`src/rtl/gcdc_pkg.sv`:
```
// shared types, constants and constant functions for the great-circle block
package gcdc_pkg;

   localparam int VEC_W        = 34;
   localparam int FRAC         = 30;
   localparam int DIST_W       = 30;
   localparam int TOL_W        = 16;
   localparam int NMI_PER_TURN = 21600;
   localparam int NMI_W        = 15;
   localparam int QUEUE_DEPTH  = 4;
   localparam int QPTR_W       = 2;
   localparam int QCNT_W       = 3;
   localparam logic [63:0] INV_TWO_PI_Q64 = 64'h28BE60DB9391054A;
   localparam logic [DIST_W-1:0] DIST_MAX = 30'd707788800;

   localparam logic [1:0] CASE_GENERAL  = 2'd0;
   localparam logic [1:0] CASE_COINCIDE = 2'd1;
   localparam logic [1:0] CASE_MERIDIAN = 2'd2;

   typedef struct packed {
      logic [1:0] ccase;
      logic       half;
   } cls_type;

   // atan(2^-idx) in binary angle units of an aw-bit turn, truncated series
   function automatic longint atan_entry(input int idx, input int aw);
      logic [63:0] p;
      logic [63:0] s;
      logic [63:0] term;
      int          k;
      s = 64'd0;
      k = 0;
      p = INV_TWO_PI_Q64 >> idx;
      if (idx == 0) begin
         return longint'(64'd1 << (aw - 3));
      end
      for (int n = 0; n < 40; n++) begin
         if (p != 64'd0) begin
            term = p / 64'(2 * k + 1);
            if (k[0]) s = s - term;
            else s = s + term;
            p = (2 * idx < 64) ? (p >> (2 * idx)) : 64'd0;
            k++;
         end
      end
      return longint'(s >> (64 - aw));
   endfunction

   // cordic gain times 2^30 after ns vectoring steps on (2^30, 0)
   function automatic longint kx_of(input int ns);
      longint x;
      longint y;
      longint xs;
      longint ys;
      x = longint'(1) << FRAC;
      y = 0;
      for (int n = 0; n < 64; n++) begin
         if (n < ns) begin
            xs = x >>> n;
            ys = y >>> n;
            if (y < 0) begin
               x = x - ys;
               y = y + xs;
            end else begin
               x = x + ys;
               y = y - xs;
            end
         end
      end
      return x;
   endfunction

   // q30 product, floor shift
   function automatic logic signed [VEC_W-1:0] mulq(input logic signed [VEC_W-1:0] a,
                                                    input logic signed [VEC_W-1:0] b);
      logic signed [2*VEC_W-1:0] p;
      p = a * b;
      return p[FRAC +: VEC_W];
   endfunction

endpackage

```
`src/rtl/gcdc_queue.sv`:
```
// short fifo between the front and back parts
module gcdc_queue #(
   parameter int DATA_WIDTH = 99
) (
   input  logic                  clock,
   input  logic                  reset,
   input  logic                  push_valid,
   input  logic [DATA_WIDTH-1:0] push_data,
   output logic                  full,
   input  logic                  pop_take,
   output logic                  pop_valid,
   output logic [DATA_WIDTH-1:0] pop_data
);
   import gcdc_pkg::*;

   logic [DATA_WIDTH-1:0] mem [QUEUE_DEPTH];
   logic [QPTR_W-1:0]     wr_ptr_ff, rd_ptr_ff;
   logic [QCNT_W-1:0]     count_ff, count_in;
   logic                  push, pop;

   assign full      = count_ff == QCNT_W'(QUEUE_DEPTH);
   assign pop_valid = count_ff != '0;
   assign push      = push_valid && !full;
   assign pop       = pop_take && pop_valid;
   assign count_in  = count_ff + QCNT_W'(push) - QCNT_W'(pop);
   assign pop_data  = mem[rd_ptr_ff];

   always_ff @(posedge clock) begin
      if (reset) begin
         wr_ptr_ff <= '0;
         rd_ptr_ff <= '0;
         count_ff  <= '0;
      end else begin
         if (push) wr_ptr_ff <= wr_ptr_ff + 1'b1;
         if (pop) rd_ptr_ff <= rd_ptr_ff + 1'b1;
         count_ff <= count_in;
      end
   end

   always_ff @(posedge clock) begin
      if (push) mem[wr_ptr_ff] <= push_data;
   end

endmodule

```
`config.mk`:
```
export PLATFORM = sky130hd
export DESIGN_NAME = gcdc_queue
export DESIGN_NICKNAME = d
export VERILOG_FILES = /design/src/rtl/gcdc_pkg.sv /design/src/rtl/gcdc_queue.sv
export SDC_FILE = /design/constraint.sdc
export NUM_CORES = 1
export LEC_CHECK = 0
export BUFFER_PORTS_ARGS = -buffer_cell sky130_fd_sc_hd__buf_2
export CORE_MARGIN = 4
export CORE_UTILIZATION = 30
export DETAILED_ROUTE_END_ITERATION = 6
export SYNTH_ARGS = -nofsm -noshare
export SYNTH_HDL_FRONTEND = slang
export SYNTH_SLANG_ARGS = --single-unit
export TNS_END_PERCENT = 10
```
`constraint.sdc`:
```
create_clock -name clock -period 4.6 [get_ports clock]
set_clock_uncertainty 0.1 [all_clocks]
set_input_delay 1.15 -clock clock [delete_from_list [all_inputs] [get_ports clock]]
set_output_delay 1.15 -clock clock [all_outputs]
set_load 0.01 [all_outputs]
```
==> summary.txt <==
Drt
  • Number of DRC markers in iteration 0: 357
  • Number of antenna-violating nets in the routed design: 0
  • Sum of routed wire length over all layers: 29.8 mm
  • Routed via count divided by cell count: 4.44
  • DR pass1 iterations: 4
  • DR top layer: met5
  • Met1 Routed Length: 12.6 mm
  • Average wire length per cell after detail routing: 20.0 um
  • DRC violations left: 0
  • Length of routed met3 wiring: 2.25 mm
  • Detailed-route via count: 6626
  • Total length of routed met2 wires: 14.2 mm

Clocking
  • Total clock buffers created by CTS: 43
  • CTS Buffer Depth: 3
  • CTS tree: built
  • Clk sink count: 405
  • Post-CTS resize count: 0
  • Number of post-CTS setup repair buffers: 0
  • Clock slew at the register clock pins of the worst setup and hold paths: 50 ps
  • H-Tree Level Count: 2
  • Clock root cell: sky130_fd_sc_hd__clkbuf_16
  • Clock latency reported for the late side of the worst-skew pair: 540 ps
  • Number of hold buffers added after CTS: 0

STA
  • Final critical-path setup slack: 1060 ps
  • Unrepaired setup endpoints after global routing: false
  • Total setup violations reported at the end of the flow: 0
  • Fmax: 283 MHz
  • Actual transition at the worst max-transition pin: 544 ps
  • Min Tclk post-route: 3540 ps
  • Setup_tns: 0 ps
  • Share of the cycle needed by the critical path after routing: 0.769
  • Max-slew headroom: 0.638
  • Hold violation total from the final report: 0
  • Worst hold slack after final layout: 421 ps
  • Final number of max-transition violations: 0

Placement
  • Pre-CTS worst setup slack: 1180 ps
  • Final weighted congestion of routability-driven global placement: 0.668
  • I/O Buffers: 203
  • Estimated wirelength of the detail-placed design: 17.7 mm

Synth
  • Number of library cell types mapped by synthesis: 25
  • Cell type with the highest aggregate area in the netlist: sky130_fd_sc_hd__edfxtp_1
  • Most frequent cell after synthesis: sky130_fd_sc_hd__edfxtp_1
  • Nets in the synthesized netlist: 676
  • Share of the synthesized area in the top cell type: 0.808
  • Most used standard cells in the synthesized netlist: sky130_fd_sc_hd__edfxtp_1, sky130_fd_sc_hd__mux4_2, sky130_fd_sc_hd__buf_2
  • Number of flops mapped to enable cells by yosys: 396
  • Post-synthesis async set-or-reset flop share: 0
  • Top_reg_cell synth: sky130_fd_sc_hd__edfxtp_1
  • Mapped Cells: 566
  • Mean cell area of the mapped netlist: 26.0 sq um
  • Synthesized cell area: 14700 sq um
  • Sequential-to-total area share from yosys stat: 0.820
  • Synth warn: 0
  • Cell types with the largest area share after synthesis: sky130_fd_sc_hd__edfxtp_1, sky130_fd_sc_hd__mux4_2, sky130_fd_sc_hd__dfxtp_1
  • Register bit total from synthesis: 405

Setup path
  • Critical path, cell by cell: buf_4 -> mux4_2 -> buf_2
  • Delay contributed by the slowest stage of the critical path: 680 ps
  • CP Launch Type: register
  • Family of cells with the greatest summed delay on the critical path: flip-flops
  • Crit path kind: reg -> out
  • Worst Path Buf+Inv: 2
  • Slowest stage cell on the critical path: sky130_fd_sc_hd__dfxtp_4
  • CP endpoint kind: output port
  • Data arrival time of the worst path: 2290 ps
  • Max FO, Critical Path: 30
  • Worst Path Required: 3350 ps

Finish
  • Layout cell share with drive strength beyond 1: 0.453
  • Post-layout util: 0.373
  • NumNets Final: 913
  • Area added between synthesis and finish: 22.2%

Global route
  • Initial antenna violation count: 5
  • Number of global-route vias before repair: 7289
  • First-pass GRT wire length: 45.4 mm
  • Grt ovf: 0
  • Largest net degree at the start of global routing: 61
  • GR Util All Layers: 0.113

Min path
  • Classification of the worst-slack hold path: reg -> reg

Power and ir drop
  • PnR Total Power: 10.1 mW
  • Clock network power share: 0.327
  • Net switching share of the total power: 0.261
  • Pwr/cell area: 561 nW/um^2
  • Internal power of the cells: 7.45 mW
  • Worst IR Drop VDD: 308 uV
  • Relative contribution of combinational cells to total power: 0.218
  • Net switching power: 2.63 mW
  • Static Leak: 5.91 nW
  • Flop pwr share: 0.456

Job
  • Max-capacitance violation count: 0

Floorplan
  • Die height: 229 um
  • Number of rows in the core area: 80
  • Horizontal die dimension: 229 um
  • Area of the die: 52600 sq um
  • Placeable core region: 48100 sq um
  • Top Ports: 204
  • Initial cell density of the core: 0.306

Run status
  • Run status: finished clean
==> registers in the layout, summed over array words and instances, names as in the netlist, named ones only <==
name	cells
count_ff	3
wr_ptr_ff	2
mem	396
rd_ptr_ff	2
==> routing by layer <==
metal  global-route usage  vias up
met5                    0        -
met2                0.180      194
met4               0.0308        8
met3               0.0420       63
li1                     -     2913
met1                0.146     3448
==> cells by family (layout without fill, tap and decap cells) <==
group | after synthesis | after routing | synth area share
XOR/XNOR | 3 | 3 | 0.00179
other | 0 | 1 | 0
AND/OR/NAND/NOR | 18 | 18 | 0.00663
AO/OA/AOI/OAI | 4 | 4 | 0.00187
adder cells (fa/ha/maj) | 7 | 7 | 0.00646
buffers and inverters | 29 | 298 | 0.0105
flip-flops | 405 | 405 | 0.820
multiplexers | 100 | 100 | 0.152
==> power by group through the flow <==
stage / combinational [mW] / clock [mW] / sequential (mW)
6_report: 2.19 / 3.30 / 4.59
5_1_grt: 2.40 / 3.58 / 4.63
4_1_cts: 2.29 / 3.42 / 4.60
3_5_place_dp: 2.28 / 0 / 4.67
3_3_place_gp: 2.27 / 0 / 4.66
2_1_floorplan: 1.43 / 0 / 4.65
==> layout make-up <==
| class | count | area, sq um |
|---|---|---|
| antenna | 1 | 2.50 |
| clock inverter | 24 | 190 |
| clock buffer | 53 | 1160 |
| multi-input combinational | 132 | 2500 |
| inverter | 6 | 22.5 |
| fill | 4395 | 30200 |
| sequential | 405 | 12100 |
| timing repair buffer | 215 | 1210 |
| tap | 656 | 821 |
==> per-stage QoR <==
stage | cells | area (sq um)
6_report | 1492 | 18000
5_1_grt | 1491 | 18000
4_1_cts | 1491 | 18000
3_5_place_dp | 1414 | 16600
3_3_place_gp | 1414 | 16600
2_1_floorplan | 566 | 14700
==> cells in the final DEF, fill, tap and decap left out, types with 7 or more instances in the layout <==
master                      Yosys  routed
sky130_fd_sc_hd__buf_12         0       8
sky130_fd_sc_hd__buf_2         10     203
sky130_fd_sc_hd__clkbuf_1       9       8
sky130_fd_sc_hd__clkbuf_16      0      45
sky130_fd_sc_hd__clkinv_1       0      11
sky130_fd_sc_hd__clkinv_2       0       7
sky130_fd_sc_hd__dfxtp_1        9       7
sky130_fd_sc_hd__edfxtp_1     396     396
sky130_fd_sc_hd__mux4_2        99      99
==> final timing paths <==
check        slack, ps                   endpoint                       from  cells past startpoint
max               1060               pop_data[55]                   register                      3
min                420  rd_ptr_ff[1]$_SDFFE_PP0P_  rd_ptr_ff[1]$_SDFFE_PP0P_                      2
max reg2reg       1960     count_ff[2]$_SDFF_PP0_     count_ff[1]$_SDFF_PP0_                     11
min reg2reg        420  rd_ptr_ff[1]$_SDFFE_PP0P_  rd_ptr_ff[1]$_SDFFE_PP0P_                      2
==> worst min-delay path: cells and delay by family (launching register included) <==
family / cells / cell delay [ps]
simple gates: 1 / 100
flops: 1 / 320
xor+xnor: 1 / 60
(Power assumes the default switching activity.)
