$ cat src/rtl/gcdc_pkg.sv
// shared types, constants and constant functions for the great-circle block
package gcdc_pkg;

   localparam int VEC_W        = 34;
   localparam int FRAC         = 30;
   localparam int DIST_W       = 30;
   localparam int TOL_W        = 16;
   localparam int NMI_PER_TURN = 21600;
   localparam int NMI_W        = 15;
   localparam int QUEUE_DEPTH  = 4;
   localparam int QPTR_W       = 2;
   localparam int QCNT_W       = 3;
   localparam logic [63:0] INV_TWO_PI_Q64 = 64'h28BE60DB9391054A;
   localparam logic [DIST_W-1:0] DIST_MAX = 30'd707788800;

   localparam logic [1:0] CASE_GENERAL  = 2'd0;
   localparam logic [1:0] CASE_COINCIDE = 2'd1;
   localparam logic [1:0] CASE_MERIDIAN = 2'd2;

   typedef struct packed {
      logic [1:0] ccase;
      logic       half;
   } cls_type;

   // atan(2^-idx) in binary angle units of an aw-bit turn, truncated series
   function automatic longint atan_entry(input int idx, input int aw);
      logic [63:0] p;
      logic [63:0] s;
      logic [63:0] term;
      int          k;
      s = 64'd0;
      k = 0;
      p = INV_TWO_PI_Q64 >> idx;
      if (idx == 0) begin
         return longint'(64'd1 << (aw - 3));
      end
      for (int n = 0; n < 40; n++) begin
         if (p != 64'd0) begin
            term = p / 64'(2 * k + 1);
            if (k[0]) s = s - term;
            else s = s + term;
            p = (2 * idx < 64) ? (p >> (2 * idx)) : 64'd0;
            k++;
         end
      end
      return longint'(s >> (64 - aw));
   endfunction

   // cordic gain times 2^30 after ns vectoring steps on (2^30, 0)
   function automatic longint kx_of(input int ns);
      longint x;
      longint y;
      longint xs;
      longint ys;
      x = longint'(1) << FRAC;
      y = 0;
      for (int n = 0; n < 64; n++) begin
         if (n < ns) begin
            xs = x >>> n;
            ys = y >>> n;
            if (y < 0) begin
               x = x - ys;
               y = y + xs;
            end else begin
               x = x + ys;
               y = y - xs;
            end
         end
      end
      return x;
   endfunction

   // q30 product, floor shift
   function automatic logic signed [VEC_W-1:0] mulq(input logic signed [VEC_W-1:0] a,
                                                    input logic signed [VEC_W-1:0] b);
      logic signed [2*VEC_W-1:0] p;
      p = a * b;
      return p[FRAC +: VEC_W];
   endfunction

endpackage

$ cat src/rtl/gcdc_front.sv
// front stage: takes requests, saturates latitudes, wraps longitude, classifies
module gcdc_front #(
   parameter int ANGLE_WIDTH = 32
) (
   input  logic                                clock,
   input  logic                                reset,
   input  logic                                req_valid,
   output logic                                req_stall,
   input  logic signed [ANGLE_WIDTH-1:0]       req_lat_start,
   input  logic signed [ANGLE_WIDTH-1:0]       req_lon_start,
   input  logic signed [ANGLE_WIDTH-1:0]       req_lat_end,
   input  logic signed [ANGLE_WIDTH-1:0]       req_lon_end,
   input  logic                                csr_write,
   input  logic [gcdc_pkg::TOL_W-1:0]          csr_angle_tolerance,
   input  logic                                q_full,
   output logic                                push_valid,
   output logic signed [ANGLE_WIDTH-1:0]       lat1,
   output logic signed [ANGLE_WIDTH-1:0]       lat2,
   output logic signed [ANGLE_WIDTH-1:0]       dlon,
   output gcdc_pkg::cls_type                   cls
);
   import gcdc_pkg::*;

   localparam int AW = ANGLE_WIDTH;
   localparam logic signed [AW-1:0] QTR = {2'b01, {(AW-2){1'b0}}};

   logic [TOL_W-1:0]       tol_ff;
   logic                   valid_ff, valid_in;
   logic signed [AW-1:0]   lat1_ff, lat1_in;
   logic signed [AW-1:0]   lat2_ff, lat2_in;
   logic signed [AW-1:0]   dlon_ff, dlon_in;
   cls_type                cls_ff, cls_in;
   logic                   load;

   assign load      = !valid_ff || !q_full;
   assign req_stall = !load;
   assign valid_in  = req_valid;

   always_comb begin
      logic signed [AW:0] dl_ext;
      logic [AW:0]        dl_abs;
      logic signed [AW:0] ld;
      logic [AW:0]        ld_abs;
      logic [AW:0]        tol_ext;
      logic               lon_zero;
      logic               lat_zero;
      lat1_in = (req_lat_start > QTR) ? QTR : (req_lat_start < -QTR) ? -QTR : req_lat_start;
      lat2_in = (req_lat_end > QTR) ? QTR : (req_lat_end < -QTR) ? -QTR : req_lat_end;
      dlon_in = req_lon_end - req_lon_start;
      dl_ext  = {dlon_in[AW-1], dlon_in};
      dl_abs  = dl_ext[AW] ? unsigned'(-dl_ext) : unsigned'(dl_ext);
      ld      = {lat1_in[AW-1], lat1_in} - {lat2_in[AW-1], lat2_in};
      ld_abs  = ld[AW] ? unsigned'(-ld) : unsigned'(ld);
      tol_ext = {{(AW-15){1'b0}}, tol_ff};
      lon_zero = dl_abs <= tol_ext;
      lat_zero = ld_abs <= tol_ext;
      cls_in.half = 1'b0;
      priority if (lon_zero && lat_zero) begin
         cls_in.ccase = CASE_COINCIDE;
      end else if (lon_zero) begin
         cls_in.ccase = CASE_MERIDIAN;
         priority if (lat1_in > 0 && lat2_in < 0) cls_in.half = 1'b1;
         else if (lat1_in < 0 && lat2_in > 0) cls_in.half = 1'b0;
         else if (lat1_in < lat2_in) cls_in.half = 1'b0;
         else cls_in.half = 1'b1;
      end else begin
         cls_in.ccase = CASE_GENERAL;
      end
   end

   always_ff @(posedge clock) begin
      if (reset) begin
         valid_ff <= 1'b0;
         tol_ff   <= '0;
      end else begin
         if (load) valid_ff <= valid_in;
         if (csr_write) tol_ff <= csr_angle_tolerance;
      end
   end

   always_ff @(posedge clock) begin
      if (load) begin
         lat1_ff <= lat1_in;
         lat2_ff <= lat2_in;
         dlon_ff <= dlon_in;
         cls_ff  <= cls_in;
      end
   end

   assign push_valid = valid_ff;
   assign lat1       = lat1_ff;
   assign lat2       = lat2_ff;
   assign dlon       = dlon_ff;
   assign cls        = cls_ff;

endmodule

$ cat config.mk
export PLATFORM = sky130hd
export DESIGN_NAME = gcdc_front
export DESIGN_NICKNAME = d
export VERILOG_FILES = /design/src/rtl/gcdc_pkg.sv /design/src/rtl/gcdc_front.sv
export SDC_FILE = /design/constraint.sdc
export NUM_CORES = 1
export LEC_CHECK = 0
export BUFFER_PORTS_ARGS = -buffer_cell sky130_fd_sc_hd__buf_2
export CAP_MARGIN = 25
export CELL_PAD_IN_SITES_DETAIL_PLACEMENT = 1
export CELL_PAD_IN_SITES_GLOBAL_PLACEMENT = 2
export CORE_ASPECT_RATIO = 0.75
export CORE_MARGIN = 2
export CORE_UTILIZATION = 35
export DETAILED_ROUTE_END_ITERATION = 16
export PLACE_DENSITY_LB_ADDON = 0.1
export SLEW_MARGIN = 5
export SYNTH_ARGS = -nofsm -noshare
export SYNTH_HDL_FRONTEND = slang
export SYNTH_SLANG_ARGS = --single-unit
$ cat constraint.sdc
create_clock -name clock -period 11.5 [get_ports clock]
set_input_delay 2.3 -clock clock [delete_from_list [all_inputs] [get_ports clock]]
set_output_delay 2.3 -clock clock [all_outputs]
set_load 0.1 [all_outputs]
==> results.md <==
Worst hold path:
- The worst hold path passes through 2 cells.
- The hold path startpoint is tol_ff[5].
- The type of the most critical hold path is reg -> reg.
- For hold timing, the worst endpoint is tol_ff[5].

Detailed routing:
- The first routing iteration left 732 violations.
- The vias per cell is 5.52.
- The routed length per instance is 19.6 um.
- The residual DRC count is 0.
- The sum of routed wire length over all layers is 38100 um.
- The number of antenna-violating nets in the routed design is 0.
- The overall via count from detail_route is 10700.
- The number of detailed-route iterations in the first pass is 4.

Floorplan:
- The total die area is 32600 um^2.
- The number of rows in the core area is 55.
- Measured along the y axis, the die boundary spans 157 um.
- The die span in x is 208 um.
- During I/O placement, the number of pins put on the boundary was 250.
- The total area inside the core boundary comes to 30400 um^2.
- The initial core utilization is 35.9%.

Cells and area:
- Leaving out fill and tap cells, the most frequent cell in the layout is buf_2.
- The number of antenna diodes in the final layout is 0.
- The fill cell instance count of the final layout is 3734.
- The library cells used most frequently in the layout, excluding fill and tap cells, are 250 x buf_2, 115 x nand2_1, 114 x inv_1.
- Relative to the synthesized area, the layout overhead comes to 20.9%.
- The total number of nets in the final design is 1776.
- The share of layout cells above drive strength 1 is 20.6%.
- The area of all placed cells without fillers is 13200 um^2.

Timing:
- Timing would allow up to 101 MHz.
- The max-slew violation total from the final report is 0.
- Setup violations remaining at the end of the flow were counted as 0.
- The post-route minimum period is 9880 ps.
- For the pin with the worst max-slew slack, the measured transition is 1100 ps.
- The total count of hold-check failures in the final report was 0.
- The share of the clock period used by the worst path after layout is 85.9%.
- The clock skew after layout is 12.9 ps.
- The worst max-slew margin expressed relative to the limit is 26.2%.
- Setup repair after global routing left no endpoint under its margin.
- The total negative setup slack is 0 ps.
- On the final layout, the worst hold slack is 498 ps.

Placement:
- At the end of routability-driven placement, the weighted congestion stood at 0.844.
- The area after detailed placement is 12600 um^2.
- The post-detailed-placement half-perimeter wirelength is 31100 um.
- The number of port buffers is 249.

GRT:
- The total grt overflow is 0.
- The global-route wire length before repair is 60100 um.
- Entering global routing, the biggest net connects 65 pins.
- The global-route total usage across every layer is 23.2%.
- The initial antenna violation count is 1.
- The number of global-route vias before repair was 10600.

Logic synthesis:
- The Yosys warning count is 0.
- Summing the sequential cell areas from Yosys gives 30.4% of the chip area.
- The average cell area after synthesis is 8.44 um^2.
- The unique cell type count in the Yosys netlist is 88.
- For this run, asynchronously set or reset flops after synthesis account for 0%.
- The synthesized instance count is 1293.
- Counting flops and latches in the post-synthesis netlist gives 116.
- After synthesis, the cell types taking the most area are edfxtp_1 27%, ha_1 11%, a21oi_1 5.0%.
- The post-synthesis net count is 1541.
- The netlist area before placement is 10900 um^2.
- The biggest area consumer among synthesized cells is edfxtp_1.
- The top cell type's share of synthesized area is 27.3%.
- The most used flip-flop cell after synthesis is edfxtp_1.
- The count of flip-flops with a built-in enable after synthesis is 99.

Worst setup path:
- In this run the critical register-to-register path is launched from tol_ff[1].
- On the worst path, the slowest cell contributes a delay of 930 ps.
- Counting both buffers and inverters, the worst setup path holds a total of 2.
- The kind of end point of the critical path is a register.
- The dominant cell type by count on the critical path is a21oi_1.
- In this run the register-to-register setup slack is 8320 ps.
- On the critical path, the stage with the largest delay is an instance of nor4_1.
- Counting cells, the worst reg-to-reg path comes to 14.
- The required time of the critical path is 11650 ps.
- In this run the critical register-to-register path is captured at cls[2].
- The cell family with the largest share of critical-path delay is compound AO/OA/AOI/OAI gates.
- The maximum fanout along the worst path is 17.
- The type of origin of the critical path is an input pin.
- At the worst endpoint, the arrival time is 10030 ps.
- The worst setup path is of the in -> reg kind.

Clocking:
- The maximum count of clock buffers along a single path is 2.
- The count of H-tree levels built during CTS is 4.
- After clock tree synthesis, the flow added hold-fix buffers numbering 0.
- For the worst-skew pair, the clock arrives at the later sink with an insertion delay of 430 ps.
- The register clock-pin slew on the reported worst setup and hold paths is 60 ps.
- The root buffer cell chosen for the clock tree is clkbuf_16.
- TritonCTS built the clock tree.
- Post-CTS timing repair inserted 0 buffers for setup.
- Counting every sink on the clock net gives 116.
- In this run, post-CTS repair resized a total of 0 instances.
- The TritonCTS buffer count is 17.

Outcome:
- The run finished with clean final reports.

Power:
- The total power per unit cell area is 171 nW/um^2.
- The leakage power summed over all cells is 5.92 nW.
- The maximum VDD drop is 0.000111 V.

Run:
- The tool flagged a number of max-cap violations equal to 0.
## tightest hold or removal path: stages, from the launching register on
cell	delay (ps)
dfxtp_1	320
mux2i_1	70
nor2_1	70
## cell families after synthesis
kind of cell | after synthesis | share of synthesized area (%)
AOI/OAI and AO/OA | 378 | 23.1
xor gates and xnor gates | 72 | 5.92
adders and majority gates | 99 | 11.5
buffers and inverters | 154 | 5.38
DFF | 116 | 30.4
muxes | 23 | 2.12
and+or+nand+nor | 451 | 21.7
## synth_stat cells (all sizes together) (5+ instances only)
cell type  instances
nand4             29
a31oi             12
a21oi            111
o21ai             76
inv              114
nand3             26
o21bai             7
mux2i             22
dfxtp             17
a21boi             6
o22ai              9
o21a              19
nor3              42
or4                6
and4               6
nand2b            10
and2              42
o2111ai            5
a21o              30
nor2b             11
nor4              24
o211a              5
and3              11
buf                7
a311oi             5
xnor2             43
xor2              29
clkbuf            33
a211oi            20
a22oi              6
ha                97
nand2            116
o211ai            21
nor2              95
edfxtp            99
or3               11
nor3b              7
## per-layer routing
metal	global-route usage, %	share of wire, %	vias to the layer above	wire length (um)
li1	-	-	5267	-
met2	33.2	41	233	15500
met5	0	0	-	0
met3	3.61	4.4	6	1680
met1	36.9	55	5194	20800
met4	3.44	0.44	0	169
## where the power goes
| part | total, mW | internal, mW | switching, mW |
|---|---|---|---|
| clock network | 0.584 | 0.364 | 0.220 |
| logic | 1.14 | 0.317 | 0.827 |
| registers | 0.530 | 0.515 | 0.0156 |
## final cells by class
cell class	count	area (um^2)	share of cell area, %
Sequential cell	116	3310	25.1
Inverter	114	428	3.25
Timing Repair Buffer	256	1300	9.83
Tap cell	399	499	3.79
Clock buffer	17	425	3.23
Multi-Input combinational cell	1023	7020	53.2
Clock inverter	15	203	1.54
## how the worst max path moves through the flow
| stage | start | end | slack, ps | cells past startpoint |
|---|---|---|---|---|
| finish | req_lat_end[1] | cls[2] | 1620 | 29 |
| detailed placement | req_lat_end[1] | cls[0] | 1190 | 27 |
| CTS | req_lat_end[1] | cls[2] | 1610 | 27 |
| floorplan | req_lat_end[5] | cls[0] | 3130 | 30 |
| global placement | req_lat_end[1] | cls[0] | 1460 | 27 |
| global route | req_lat_end[1] | cls[2] | 1180 | 29 |
## flip-flops by register name, summed over array words and instances, names as in the netlist
register    count
lat2           32
dlon           32
push_valid      1
lat1           32
cls             3
tol_ff         16
## metrics by stage
step	std cells	power, mW	utilization (%)	setup slack (ps)
finish	1940	2.26	43.3	1620
CTS	1939	2.27	43.3	1610
global route	1940	2.39	43.3	1180
floorplan	1293	1.41	-	3130
detailed placement	1907	1.67	41.3	1190
global placement	1907	1.66	41.3	1460
No activity file was read; power rests on OpenSTA's default activity.
